===== config.mk =====
export PLATFORM = sky130hd
export DESIGN_NAME = success_ranked_order_selector
export DESIGN_NICKNAME = d
export VERILOG_FILES = /design/src/rtl/core/sros_pkg.sv /design/src/rtl/core/success_ranked_order_selector.sv
export SDC_FILE = /design/constraint.sdc
export NUM_CORES = 1
export LEC_CHECK = 0
export BUFFER_PORTS_ARGS = -buffer_cell sky130_fd_sc_hd__buf_2
export CELL_PAD_IN_SITES_DETAIL_PLACEMENT = 0
export CELL_PAD_IN_SITES_GLOBAL_PLACEMENT = 1
export CORE_MARGIN = 2
export CORE_UTILIZATION = 40
export CTS_CLUSTER_DIAMETER = 100
export CTS_CLUSTER_SIZE = 28
export DETAILED_ROUTE_END_ITERATION = 8
export PLACE_DENSITY_LB_ADDON = 0.1
export SLEW_MARGIN = 20
export SYNTH_ARGS = -nofsm -noshare
export SYNTH_HDL_FRONTEND = slang
export SYNTH_SLANG_ARGS = --single-unit

===== constraint.sdc =====
create_clock -name clk -period 13.4 [get_ports clk]
set_input_delay 0.67 -clock clk [delete_from_list [all_inputs] [get_ports clk]]
set_output_delay 0.67 -clock clk [all_outputs]
set_load 0.02 [all_outputs]

===== src/rtl/core/sros_pkg.sv =====
// Shared types, widths and constants for the success-ranked order selector.
package sros_pkg;

    // Item kinds carried on the input tuser
    typedef enum logic [1:0] {
        KIND_SUCCESS = 2'd0,
        KIND_ADJUST  = 2'd1,
        KIND_CLEAR   = 2'd2,
        KIND_STAMP   = 2'd3
    } kind_t;

    // Configuration register indexes
    localparam logic [1:0] CFG_INTERVAL = 2'd0;
    localparam logic [1:0] CFG_MIN      = 2'd1;
    localparam logic [1:0] CFG_MASK     = 2'd2;

    // Field widths
    localparam int KIND_W     = 2;
    localparam int SLOT_IN_W  = 8;
    localparam int TIME_W     = 63;
    localparam int INTERVAL_W = 40;
    localparam int MIN_W      = 16;
    localparam int MASK_W     = 32;
    localparam int RANK_W     = 2;
    localparam int RANKS      = 4;
    localparam int CFG_IDX_W  = 2;
    localparam int CFG_DATA_W = 40;

    // Stream widths, padded to whole bytes
    localparam int IN_DATA_W  = 72;
    localparam int OUT_DATA_W = 48;

    // Defaults for module parameters
    localparam int SLOTS_DEF      = 4;
    localparam int COUNT_BITS_DEF = 32;

    // Register reset values
    localparam logic [INTERVAL_W-1:0] INTERVAL_RST = 40'd600000000;
    localparam logic [MIN_W-1:0]      MIN_RST      = 16'd50;
    localparam logic [MASK_W-1:0]     MASK_RST     = 32'h1FFF_E000;

endpackage


===== src/rtl/core/success_ranked_order_selector.sv =====
// Success-ranked service order selector: counters, gated reorder and result stage.
//
//   channel | dir | handshake        | payload
//   --------+-----+------------------+------------------------------------------
//   s_      | in  | tvalid / tready  | tuser: kind; tdata: slot, now_us
//   m_      | out | tvalid / tready  | tdata: ranks, mask_out, adjusted, changed
//   cfg_    | in  | we (no wait)     | index, data
//
// Each item passes through the input register and then the result register;
// one item per cycle sustained while m_tready does not stall, set by the
// combinational next state of the counters and the compare-and-swap network.
// Reset clears counts, restores order 0..SLOTS-1, timestamp zero and the
// register defaults. A stall on m_tready backs up through both registers.
module success_ranked_order_selector #(
    parameter int SLOTS      = sros_pkg::SLOTS_DEF,
    parameter int COUNT_BITS = sros_pkg::COUNT_BITS_DEF
) (
    input  logic                                 clk,
    input  logic                                 rst_n,
    // input items
    input  logic                                 s_tvalid,
    output logic                                 s_tready,
    input  logic [sros_pkg::IN_DATA_W-1:0]       s_tdata,   // [7:0] slot, [70:8] now_us
    input  logic [sros_pkg::KIND_W-1:0]          s_tuser,   // [1:0] kind
    // result items
    output logic                                 m_tvalid,
    input  logic                                 m_tready,
    output logic [sros_pkg::OUT_DATA_W-1:0]      m_tdata,   // [1:0] rank_first,
                                                            // [3:2] rank_second,
                                                            // [5:4] rank_third,
                                                            // [7:6] rank_fourth,
                                                            // [39:8] mask_out,
                                                            // [40] adjusted,
                                                            // [41] order_changed
    // configuration writes
    input  logic                                 cfg_we,
    input  logic [sros_pkg::CFG_IDX_W-1:0]       cfg_index,
    input  logic [sros_pkg::CFG_DATA_W-1:0]      cfg_data
);

    localparam int SLOT_W = (SLOTS > 1) ? $clog2(SLOTS) : 1;
    localparam int CMP_W  = (COUNT_BITS > sros_pkg::MIN_W) ? COUNT_BITS : sros_pkg::MIN_W;

    // configuration
    logic [sros_pkg::INTERVAL_W-1:0] interval_reg;
    logic [sros_pkg::MIN_W-1:0]      min_shares_reg;
    logic [sros_pkg::MASK_W-1:0]     roll_mask_reg;

    // block state
    logic [COUNT_BITS-1:0]       hit_counts_reg [SLOTS];
    logic [COUNT_BITS-1:0]       hit_counts_next [SLOTS];
    logic [COUNT_BITS-1:0]       hit_total_reg;
    logic [COUNT_BITS-1:0]       hit_total_next;
    logic [SLOT_W-1:0]           order_reg [SLOTS];
    logic [SLOT_W-1:0]           order_next [SLOTS];
    logic [sros_pkg::TIME_W-1:0] last_adjust_reg;
    logic [sros_pkg::TIME_W-1:0] last_adjust_next;

    // input register
    logic                           in_valid_reg;
    logic                           in_valid_next;
    sros_pkg::kind_t                in_kind_reg;
    logic [sros_pkg::SLOT_IN_W-1:0] in_slot_reg;
    logic [sros_pkg::TIME_W-1:0]    in_now_reg;

    // result register
    logic                            out_valid_reg;
    logic                            out_valid_next;
    logic [sros_pkg::OUT_DATA_W-1:0] out_data_reg;
    logic [sros_pkg::OUT_DATA_W-1:0] out_data_next;

    logic out_free;
    logic fire;
    logic slot_ok;
    logic elapsed;
    logic enough;
    logic adjust_ok;
    logic changed;
    logic [sros_pkg::TIME_W-1:0] since_stamp;

    // ranking network outputs
    logic [SLOT_W-1:0]     rank_idx [SLOTS];
    logic [COUNT_BITS-1:0] rank_cnt [SLOTS];

    logic [sros_pkg::RANK_W-1:0] rank_out [sros_pkg::RANKS];

    // Pipeline handshake
    assign out_free = !out_valid_reg || m_tready;
    assign s_tready = !in_valid_reg || out_free;
    assign fire     = in_valid_reg && out_free;

    assign in_valid_next  = s_tready ? s_tvalid : in_valid_reg;
    assign out_valid_next = out_free ? fire : out_valid_reg;

    // Gates for a reorder
    assign slot_ok     = in_slot_reg < sros_pkg::SLOT_IN_W'(SLOTS);
    assign since_stamp = in_now_reg - last_adjust_reg;
    assign elapsed     = (in_now_reg >= last_adjust_reg) &&
                         (since_stamp >= sros_pkg::TIME_W'(interval_reg));
    assign enough      = CMP_W'(hit_total_reg) >= CMP_W'(min_shares_reg);
    assign adjust_ok   = (in_kind_reg == sros_pkg::KIND_ADJUST) && elapsed && enough;

    // Rank slots by descending count; indexes travel with their counts
    always_comb
    begin
        logic [SLOT_W-1:0]     tmp_idx;
        logic [COUNT_BITS-1:0] tmp_cnt;
        tmp_idx = '0;
        tmp_cnt = '0;
        for (int i = 0; i < SLOTS; i++)
        begin
            rank_idx[i] = SLOT_W'(i);
            rank_cnt[i] = hit_counts_reg[i];
        end
        for (int i = 0; i < SLOTS - 1; i++)
        begin
            for (int j = i + 1; j < SLOTS; j++)
            begin
                if (rank_cnt[j] > rank_cnt[i])
                begin
                    tmp_idx     = rank_idx[i];
                    tmp_cnt     = rank_cnt[i];
                    rank_idx[i] = rank_idx[j];
                    rank_cnt[i] = rank_cnt[j];
                    rank_idx[j] = tmp_idx;
                    rank_cnt[j] = tmp_cnt;
                end
            end
        end
    end

    // Detect a change of order
    always_comb
    begin
        changed = 1'b0;
        for (int i = 0; i < SLOTS; i++)
        begin
            if (order_reg[i] != rank_idx[i])
            begin
                changed = 1'b1;
            end
        end
    end

    // Next state for one item
    always_comb
    begin
        hit_counts_next  = hit_counts_reg;
        hit_total_next   = hit_total_reg;
        order_next       = order_reg;
        last_adjust_next = last_adjust_reg;
        case (in_kind_reg)
            sros_pkg::KIND_SUCCESS:
            begin
                if (slot_ok)
                begin
                    for (int i = 0; i < SLOTS; i++)
                    begin
                        if (in_slot_reg == sros_pkg::SLOT_IN_W'(i) &&
                            hit_counts_reg[i] != '1)
                        begin
                            hit_counts_next[i] = hit_counts_reg[i] + COUNT_BITS'(1);
                        end
                    end
                    if (hit_total_reg != '1)
                    begin
                        hit_total_next = hit_total_reg + COUNT_BITS'(1);
                    end
                end
            end
            sros_pkg::KIND_ADJUST:
            begin
                if (adjust_ok)
                begin
                    order_next = rank_idx;
                    for (int i = 0; i < SLOTS; i++)
                    begin
                        hit_counts_next[i] = '0;
                    end
                    hit_total_next   = '0;
                    last_adjust_next = in_now_reg;
                end
            end
            sros_pkg::KIND_CLEAR:
            begin
                for (int i = 0; i < SLOTS; i++)
                begin
                    hit_counts_next[i] = '0;
                end
                hit_total_next = '0;
            end
            sros_pkg::KIND_STAMP:
            begin
                last_adjust_next = in_now_reg;
            end
            default:
            begin
                last_adjust_next = last_adjust_reg;
            end
        endcase
    end

    // Rank fields; positions past the slot count read zero
    genvar p;
    generate
        for (p = 0; p < sros_pkg::RANKS; p++)
        begin : g_rank
            if (p < SLOTS)
            begin : g_used
                assign rank_out[p] = sros_pkg::RANK_W'(order_next[p]);
            end
            else
            begin : g_unused
                assign rank_out[p] = '0;
            end
        end
    endgenerate

    // Pack the result item
    assign out_data_next = {6'd0,
                            adjust_ok && changed,
                            adjust_ok,
                            roll_mask_reg,
                            rank_out[3], rank_out[2], rank_out[1], rank_out[0]};

    // Configuration registers
    always_ff @(posedge clk or negedge rst_n)
    begin
        if (!rst_n)
        begin
            interval_reg   <= sros_pkg::INTERVAL_RST;
            min_shares_reg <= sros_pkg::MIN_RST;
            roll_mask_reg  <= sros_pkg::MASK_RST;
        end
        else if (cfg_we)
        begin
            case (cfg_index)
                sros_pkg::CFG_INTERVAL: interval_reg   <= cfg_data[sros_pkg::INTERVAL_W-1:0];
                sros_pkg::CFG_MIN:      min_shares_reg <= cfg_data[sros_pkg::MIN_W-1:0];
                sros_pkg::CFG_MASK:     roll_mask_reg  <= cfg_data[sros_pkg::MASK_W-1:0];
                default:                roll_mask_reg  <= roll_mask_reg;
            endcase
        end
    end

    // Block state and valid flags
    always_ff @(posedge clk or negedge rst_n)
    begin
        if (!rst_n)
        begin
            for (int i = 0; i < SLOTS; i++)
            begin
                hit_counts_reg[i] <= '0;
                order_reg[i]      <= SLOT_W'(i);
            end
            hit_total_reg   <= '0;
            last_adjust_reg <= '0;
            in_valid_reg    <= 1'b0;
            out_valid_reg   <= 1'b0;
        end
        else
        begin
            in_valid_reg  <= in_valid_next;
            out_valid_reg <= out_valid_next;
            if (fire)
            begin
                hit_counts_reg  <= hit_counts_next;
                hit_total_reg   <= hit_total_next;
                order_reg       <= order_next;
                last_adjust_reg <= last_adjust_next;
            end
        end
    end

    // Payload registers: capture on accept, hold otherwise
    always_ff @(posedge clk)
    begin
        if (s_tvalid && s_tready)
        begin
            in_kind_reg <= sros_pkg::kind_t'(s_tuser);
            in_slot_reg <= s_tdata[sros_pkg::SLOT_IN_W-1:0];
            in_now_reg  <= s_tdata[sros_pkg::SLOT_IN_W +: sros_pkg::TIME_W];
        end
        if (fire)
        begin
            out_data_reg <= out_data_next;
        end
    end

    assign m_tvalid = out_valid_reg;
    assign m_tdata  = out_data_reg;

    // A passed adjust clears the total and restamps the time
    a_adjust_clears: assert property (@(posedge clk) disable iff (!rst_n)
        (fire && adjust_ok) |=> (hit_total_reg == '0 && last_adjust_reg == $past(in_now_reg)))
        else $error("adjust did not clear statistics or restamp");

    // The total never trails the slot 0 counter
    a_total_bound: assert property (@(posedge clk) disable iff (!rst_n)
        hit_total_reg >= hit_counts_reg[0])
        else $error("total below slot counter");

    // A changed order is only reported with an adjust
    a_changed_adjusted: assert property (@(posedge clk) disable iff (!rst_n)
        (m_tvalid && m_tdata[41]) |-> m_tdata[40])
        else $error("order change without adjust");

    // The first order entry only moves on a passed adjust
    a_order_stable: assert property (@(posedge clk) disable iff (!rst_n)
        (fire && !adjust_ok) |=> (order_reg[0] == $past(order_reg[0])))
        else $error("order moved without adjust");

endmodule

==> flow_metrics.tcl, run 1 <==
set metrics [dict create \
    fin_tns_setup_ps 0 \
    final_nets 4403 \
    p_leak_nw 16.7 \
    setup_viol 0 \
    clk_latency_ps 630 \
    antenna_found_initial 2 \
    rrSetupSlack_ps 870 \
    fp.dieW_um 289 \
    cts_root_buffer "clkbuf_16" \
    worstPathBufferInverterCount 11 \
    vias 27900 \
    fp.coreArea_um2 80500 \
    final_common_cell "nand2_1" \
    synth_cell_types 90 \
    cpPeakStageDelay_ps 810 \
    rr_startpoint "hit_counts_reg[127]" \
    ant_nets 0 \
    tightestPinTransition_ps 1050 \
    grt_pass1_vias 26200 \
    hold_viol_final 0 \
    largest_register_ffs 128 \
    crit_fanout 33 \
    grtUsageTotal_pct 22.6 \
    final_core_util_pct 46.2 \
    dp_hpwl_um 74300 \
    drive_above_1_share_pct 17.5 \
    slew_viol_final 0 \
    io_pins 171 \
    rows 104 \
    wl_um 95900 \
    placed_cells 4978 \
    viasPerCell 5.54 \
    dieHeight_um 289 \
    crit_start "hit_counts_reg[127]" \
    synth_edf_count 115 \
    finClkSkew_ps 39.4 \
    grt_pass1_wl_um 150000 \
    holdWs_ps 79.6 \
    multi_input_area_um2 19500 \
    period_minus_slack_ps 12530 \
    worst-setup-path-type "flip-flop to flip-flop" \
    end_kind "flip-flop" \
    cts_num_sinks 436 \
    min_period_over_period_pct 93.5 \
    path_depth 54 \
    timing.rr.end "m_tdata[41]" \
    post_drt_wl_per_cell_um 19.0 \
    peakVddDrop_mv 0.131 \
    seqCellArea_um2 11500 \
    crit_required_ps 13770 \
    gr-total-overflow 0 \
    cpLargestDelayFamily "compound AO/OA/AOI/OAI gates" \
    drc 0 \
    ys_ff_latch 436 \
    hp-class "primary input to asynchronous set/reset pin" \
    gp_congestion 0.880 \
    htree_levels 1 \
    r2r_cells 54 \
    clk_path_buf_depth 3 \
    area_delta_synth_final_pct 14.5 \
    netlist_instances 3678 \
    slew_headroom_pct 30.3 \
    cp.arrival_ps 12900 \
    cts_buffers 25 \
    hold_buffers 0 \
    syn-cell-area_um2 32500 \
    fillers 7980 \
    powerDensity_nw_per_um2 188 \
    endpoint "m_tdata[41]" \
    yosys_warnings 0 \
    grt_max_degree 89 \
    run_status "finished, final reports clean" \
    synth.avg_cell_area_um2 8.84 \
    firstDrtPassIters 6 \
    async_flop_share_pct 73.6 \
    crit_top_cell "buf_4" \
    port_buffers 163 \
    clock.fmax_mhz 79.8 \
    final_cell_mix "nand2_1 (392), ha_1 (317), dfrtp_1 (288), a21oi_1 (261), buf_4 (261)" \
    clkTransAtPathRegs_ps 100 \
    fin_cells 5043 \
    cp_slowest_cell "a2111oi_1" \
    ys.flop_type "dfrtp_1" \
    cts_tree "built" \
    startpoint_type "flip-flop" \
    drtIter0Drc 1620 \
    dieArea_um2 83600 \
    ys_seq_area_share_pct 35.5 \
    start_util_pct 40.4 \
    max_cap_viol_count 0 \
]
==> cell families after synthesis <==
logic type | count (synthesis) | synth area share [%]
mux | 217 | 7.20
fa+ha+maj | 319 | 12.3
other cells | 1 | 0.0115
simple gates | 1340 | 20.9
buf+inv | 437 | 5.43
compound gates | 876 | 17.3
flops | 436 | 35.5
xor+xnor | 52 | 1.40
==> worst min path at each step <==
stage,end,cells past startpoint
floorplan,hit_counts_reg[0],0
global route,hit_counts_reg[56],1
global placement,m_tdata[13],0
CTS,hit_counts_reg[89],1
detailed placement,m_tdata[9],0
finish,hit_counts_reg[91],1
==> synthesized netlist by cell type, types with 12 or more instances <==
| master | n | share of area [%] |
|---|---|---|
| a211o_1 | 28 | 0.75 |
| a211oi_1 | 23 | 0.53 |
| a21boi_0 | 19 | 0.44 |
| a21o_1 | 41 | 0.95 |
| a21oi_1 | 270 | 4.2 |
| a221o_1 | 24 | 0.74 |
| a31oi_1 | 13 | 0.25 |
| and2_1 | 20 | 0.38 |
| and3_1 | 56 | 1.1 |
| and4_1 | 17 | 0.46 |
| buf_2 | 17 | 0.26 |
| buf_4 | 22 | 0.51 |
| clkbuf_1 | 128 | 1.5 |
| dfrtp_1 | 288 | 22 |
| dfstp_2 | 33 | 2.7 |
| edfxtp_1 | 115 | 11 |
| ha_1 | 318 | 12 |
| inv_1 | 256 | 3.0 |
| mux2_1 | 14 | 0.48 |
| mux2_2 | 122 | 4.2 |
| mux2i_1 | 81 | 2.5 |
| nand2_1 | 392 | 4.5 |
| nand2b_1 | 26 | 0.50 |
| nand3_1 | 193 | 3.0 |
| nand4_1 | 87 | 1.7 |
| nor2_1 | 232 | 2.7 |
| nor2b_1 | 29 | 0.56 |
| nor3_1 | 46 | 0.71 |
| nor3b_1 | 22 | 0.51 |
| nor4_1 | 60 | 1.2 |
| nor4b_1 | 20 | 0.54 |
| o211ai_1 | 38 | 0.88 |
| o21a_1 | 28 | 0.65 |
| o21ai_0 | 221 | 3.4 |
| o21bai_1 | 15 | 0.35 |
| o221ai_1 | 14 | 0.38 |
| o31ai_1 | 30 | 0.69 |
| or2_2 | 12 | 0.23 |
| or3_1 | 39 | 0.75 |
| or4_1 | 66 | 1.5 |
| xnor2_1 | 25 | 0.67 |
| xor2_1 | 27 | 0.73 |
==> routing by layer <==
| metal | global-route usage (%) | vias up | routed length (µm) |
|---|---|---|---|
| li1 | - | 14200 | - |
| met1 | 32.1 | 13200 | 46400 |
| met2 | 36.7 | 445 | 43900 |
| met3 | 2.57 | 87 | 3560 |
| met4 | 5.06 | 2 | 2080 |
| met5 | 0 | - | 11 |
==> timing repair <==
item / CTS / global route
buffers inserted: 0 / 16
setup endpoints to repair: 0 / 9
gates resized for setup: 0 / 41
==> report_power, final <==
part	internal (W)	switching [W]
Clock	0.000436	0.000536
Combinational	0.00187	0.00235
Sequential	0.00163	0.000177
==> area by class of cell <==
| type | instances | share of cell area (%) |
|---|---|---|
| multi-input combinational | 2812 | 52.5 |
| sequential | 436 | 31.0 |
| timing repair buffer | 432 | 7.90 |
| tap | 1060 | 3.56 |
| inverter | 256 | 2.58 |
| clock buffer | 29 | 1.72 |
| clock inverter | 17 | 0.810 |
| antenna | 1 | 0.00672 |
==> per-stage QoR <==
| step | setup slack (ps) | total power, W | instance area, µm² |
|---|---|---|---|
| 3_5_place_dp | 130 | 0.00595 | 36000 |
| 3_3_place_gp | 222 | 0.00593 | 36000 |
| 2_1_floorplan | 24.6 | 0.00457 | 32500 |
| 6_report | 870 | 0.00700 | 37200 |
| 5_1_grt | -59.6 | 0.00766 | 37200 |
| 4_1_cts | 46.1 | 0.00696 | 36900 |
==> worst reg2reg max path, delay by kind of cell, from the launching register on <==
kind | cells | cell delay (ps)
fa+ha+maj | 5 | 1510
buf+inv | 11 | 1780
simple gates | 16 | 3340
flops | 1 | 390
mux | 3 | 1020
compound gates | 18 | 4120
xor+xnor | 1 | 140
No activity file was read; power rests on OpenSTA's default activity.
==> run 2: changes to the inputs <==
Clock period 13.4 ns to 14.6 ns, I/O delays scaled along.
==> flow_metrics.tcl, run 2 (same netlist as run 1, synthesis figures left out) <==
set metrics [dict create \
    cp_slowest_cell "or4_1" \
    placed_cells 4770 \
    cts_buffers 28 \
    finClkSkew_ps 57.7 \
    port_buffers 163 \
    drtIter0Drc 1523 \
    setup_ws_ps 1070 \
    drive_above_1_share_pct 12.1 \
    crit_fanout 64 \
    worst-setup-path-type "flip-flop to flip-flop" \
    gr-total-overflow 0 \
    slew_headroom_pct 23.8 \
    grtUsageTotal_pct 22.0 \
    stdcell_area_um2 35500 \
    ant_nets 0 \
    cp.arrival_ps 13940 \
    min_period_over_period_pct 92.7 \
    period_minus_slack_ps 13530 \
    powerDensity_nw_per_um2 172 \
    start_util_pct 40.4 \
    dp_hpwl_um 71900 \
    htree_levels 1 \
    viasPerCell 5.63 \
    clk_latency_ps 660 \
    startpoint_type "flip-flop" \
    rows 104 \
    cts_num_sinks 436 \
    fin_tns_setup_ps 0 \
    p_leak_nw 15.7 \
    peakVddDrop_mv 0.146 \
    fp.dieW_um 289 \
    antenna_found_initial 2 \
    grt_pass1_wl_um 146000 \
    cts_root_buffer "clkbuf_16" \
    end_kind "flip-flop" \
    io_pins 171 \
    fp.coreArea_um2 80500 \
    final_core_util_pct 44.0 \
    area_delta_synth_final_pct 9.09 \
    clk_path_buf_depth 3 \
    wl_um 93400 \
    gp_congestion 0.888 \
    rsz0062_at_grt "no" \
    clkTransAtPathRegs_ps 100 \
    run_status "finished, final reports clean" \
    dpl-instance-area_um2 34400 \
    setup_viol 0 \
    slew_viol_final 0 \
    crit_required_ps 15010 \
    final_cell_mix "nand2_1 (392), ha_1 (317), dfrtp_1 (288), a21oi_1 (268), inv_1 (254)" \
    final_common_cell "nand2_1" \
    drc 0 \
    fin_cells 4824 \
    tightestPinTransition_ps 1130 \
    grt_pass1_vias 25600 \
    max_cap_viol_count 0 \
    final_nets 4182 \
    grt_max_degree 151 \
    dieHeight_um 289 \
    antennaDiodeCount 0 \
    hold_viol_final 0 \
    vias 27200 \
    postCtsSetupRepairBufs 0 \
    post_drt_wl_per_cell_um 19.4 \
    hp-class "primary input to asynchronous set/reset pin" \
    cts_tree "built" \
    dieArea_um2 83600 \
    cpPeakStageDelay_ps 670 \
    clock.fmax_mhz 73.9 \
    largest_register_ffs 128 \
    pre_cts_ws_ps 763 \
    firstDrtPassIters 5 \
]
run 2: layout make-up:
cell class                 instances  area (µm²)
fill                            8049       45100
multi-input combinational       2811       19400
sequential                       436       11500
tap                             1060        1330
timing repair buffer             209        1270
inverter                         256         961
clock buffer                      33         741
clock inverter                    19         290
run 2: path summary, 6_finish.rpt:
kind	start	to	slack (ps)	depth (start not counted)
worst min-delay path	rst_n	hit_total_reg[19]	140	1
min in group clk	s_tdata[17]	in_now_reg[9]	230	1
max in group asynchronous	rst_n	hit_counts_reg[101]	12890	2
worst max-delay path	hit_counts_reg[125]	m_tdata[41]	1070	51
worst min register to register	roll_mask_reg[5]	m_tdata[13]	450	0
worst max register to register	hit_counts_reg[125]	m_tdata[41]	1070	51
run 2: per-layer routing:
layer	track usage (%)	share of wire (%)	vias up
li1	-	-	13700
met4	5.03	2.4	4
met1	31.9	49	12900
met2	35.5	45	449
met3	2.17	3.6	85
met5	0	0.020	-
run 2: critical path: cells and delay by family, from the launching register on:
| family | cells | cell delay [ps] |
|---|---|---|
| AO/OA/AOI/OAI | 21 | 5300 |
| XOR/XNOR | 1 | 140 |
| adder cells (fa/ha/maj) | 5 | 1470 |
| buffers and inverters | 7 | 1460 |
| flip-flops | 1 | 450 |
| multiplexers | 1 | 90 |
| AND/OR/NAND/NOR | 16 | 4380 |
run 2: power by group:
part	total, W	leakage, nW	switching, W	internal, W
Clock	0.000935	0.494	0.000528	0.000407
Sequential	0.00168	4.86	0.000179	0.00150
Combinational	0.00350	10.3	0.00206	0.00144
run 2: timing repair:
item / CTS / global route
setup endpoints to repair: 0 / 4
hold buffers: 0 / 0
resized for setup: 0 / 2
run 2: stage by stage:
step | hold slack [ps] | total power (W)
floorplan | 419 | 0.00420
CTS | 157 | 0.00616
global route | 199 | 0.00669
global placement | 423 | 0.00517
finish | 144 | 0.00611
detailed placement | 430 | 0.00519
==> run 3: changes to the inputs <==
Settings changed: CELL_PAD_IN_SITES_DETAIL_PLACEMENT 0 to 1.
==> flow_metrics.tcl, run 3 (same netlist as run 1, synthesis figures left out) <==
set metrics [dict create \
    min_period_over_period_pct 93.3 \
    drtIter0Drc 1220 \
    holdWs_ps 175 \
    crit_required_ps 14990 \
    clk_path_buf_depth 3 \
    cts_tree "built" \
    end_kind "flip-flop" \
    gr-total-overflow 0 \
    drc 0 \
    setup_viol 0 \
    dp_hpwl_um 76700 \
    dieArea_um2 83600 \
    timing.rr.end "m_tdata[41]" \
    cpPeakStageDelay_ps 680 \
    drive_above_1_share_pct 12.3 \
    clk_latency_ps 640 \
    gp_congestion 0.888 \
    hold_viol_final 0 \
    post_drt_wl_per_cell_um 20.5 \
    port_buffers 163 \
    rrSetupSlack_ps 980 \
    grt_pass1_vias 27900 \
    slew_headroom_pct 29.1 \
    area_delta_synth_final_pct 9.25 \
    final_cell_mix "nand2_1 (392), ha_1 (317), dfrtp_1 (288), a21oi_1 (267), inv_1 (254)" \
    cts_root_buffer "clkbuf_16" \
    start_util_pct 40.4 \
    cts_buffers 26 \
    cp_slowest_cell "or4_1" \
    cts_num_sinks 436 \
    grt_pass1_wl_um 157000 \
    clkTransAtPathRegs_ps 110 \
    final_core_util_pct 44.1 \
    dpl-instance-area_um2 34400 \
    rsz0062_at_grt "no" \
    antenna_found_initial 3 \
    grtUsageTotal_pct 23.5 \
    fin_tns_setup_ps 0 \
    stdcell_area_um2 35500 \
    tightestPinTransition_ps 1050 \
    worst-setup-path-type "flip-flop to flip-flop" \
    largest_register_ffs 128 \
    final_common_cell "nand2_1" \
    hold_buffers 0 \
    hp-class "primary input to asynchronous set/reset pin" \
    firstDrtPassIters 6 \
    viasPerCell 5.76 \
    fp.dieW_um 289 \
    startpoint_type "flip-flop" \
    slew_viol_final 0 \
    grt_max_degree 151 \
    ant_nets 0 \
    htree_levels 1 \
    crit_fanout 19 \
    peakVddDrop_mv 0.145 \
    crit_top_cell "ha_1" \
    period_minus_slack_ps 13620 \
    rows 104 \
    run_status "finished, final reports clean" \
    r2r_cells 51 \
    finClkSkew_ps 27.7 \
    clock.fmax_mhz 73.4 \
    rr_startpoint "hit_counts_reg[126]" \
    vias 27800 \
    io_pins 171 \
    p_leak_nw 15.7 \
    fp.coreArea_um2 80500 \
    dieHeight_um 289 \
    powerDensity_nw_per_um2 173 \
    final_nets 4187 \
    cp.arrival_ps 14010 \
    max_cap_viol_count 0 \
    wl_um 99100 \
]
-- run 3: changes by cell type in the layout (fill, tap and decap cells not counted), moves of 2 or more --
cell | previous run | this run
buf_12 | 6 | 8
inv_16 | 5 | 3
mux2i_1 | 81 | 79
clkbuf_16 | 29 | 27
inv_6 | 5 | 2
mux2i_2 | 0 | 2
inv_12 | 4 | 2
buf_4 | 38 | 42
-- run 3: how the worst max path moves through the flow --
stage,endpoint,slack [ps],startpoint
final,m_tdata[41],980,hit_counts_reg[126]
after detailed placement,m_tdata[41],640,hit_counts_reg[126]
after global placement,m_tdata[41],760,hit_counts_reg[125]
after floorplan,m_tdata[41],1220,hit_counts_reg[118]
after CTS,m_tdata[41],610,hit_counts_reg[126]
after global routing,m_tdata[41],50,hit_counts_reg[126]
-- run 3: area by class of cell --
| cell class | instances | area (µm²) |
|---|---|---|
| Clock buffer | 32 | 704 |
| Sequential cell | 436 | 11500 |
| Fill cell | 9444 | 45000 |
| Antenna cell | 1 | 2.50 |
| Tap cell | 1060 | 1330 |
| Clock inverter | 16 | 279 |
| Inverter | 256 | 961 |
| Multi-Input combinational cell | 2812 | 19400 |
| Timing Repair Buffer | 215 | 1340 |
-- run 3: report_power, final --
group / total [W] / switching (W) / internal [W]
registers: 0.00168 / 0.000187 / 0.00150
logic: 0.00356 / 0.00211 / 0.00145
clock network: 0.000909 / 0.000511 / 0.000398
-- run 3: layer usage --
layer  track usage (%)  part of all wire, %  vias to the layer above
li1                  -                    -                    13700
met1              32.8                   48                    13800
met2              40.0                   47                      277
met3              2.31                  2.8                       73
met4              3.79                  1.6                        4
met5                 0                0.018                        -
-- run 3: what timing repair did --
item / in CTS / in global routing
gates resized for setup: 0 / 8
hold endpoints to repair: 0 / 0
buffers inserted: 0 / 5
endpoints found under the setup margin: 0 / 9
-- run 3: through the flow --
step                total power [W]  setup slack, ps  cells
floorplan                   0.00420             1220   3683
global placement            0.00517              758   4770
detailed placement          0.00526              642   4770
CTS                         0.00621              611   4818
global route                0.00672             49.1   4828
finish                      0.00615              982   4828
-- run 3: worst max-delay path: cells and delay by family, from the launching register on --
| kind | cells | cell delay (ps) |
|---|---|---|
| buffers and inverters | 7 | 1110 |
| flip-flops | 1 | 460 |
| adder cells (fa/ha/maj) | 5 | 1440 |
| XOR/XNOR | 1 | 140 |
| AND/OR/NAND/NOR | 17 | 5190 |
| AO/OA/AOI/OAI | 18 | 4250 |
| multiplexers | 3 | 770 |
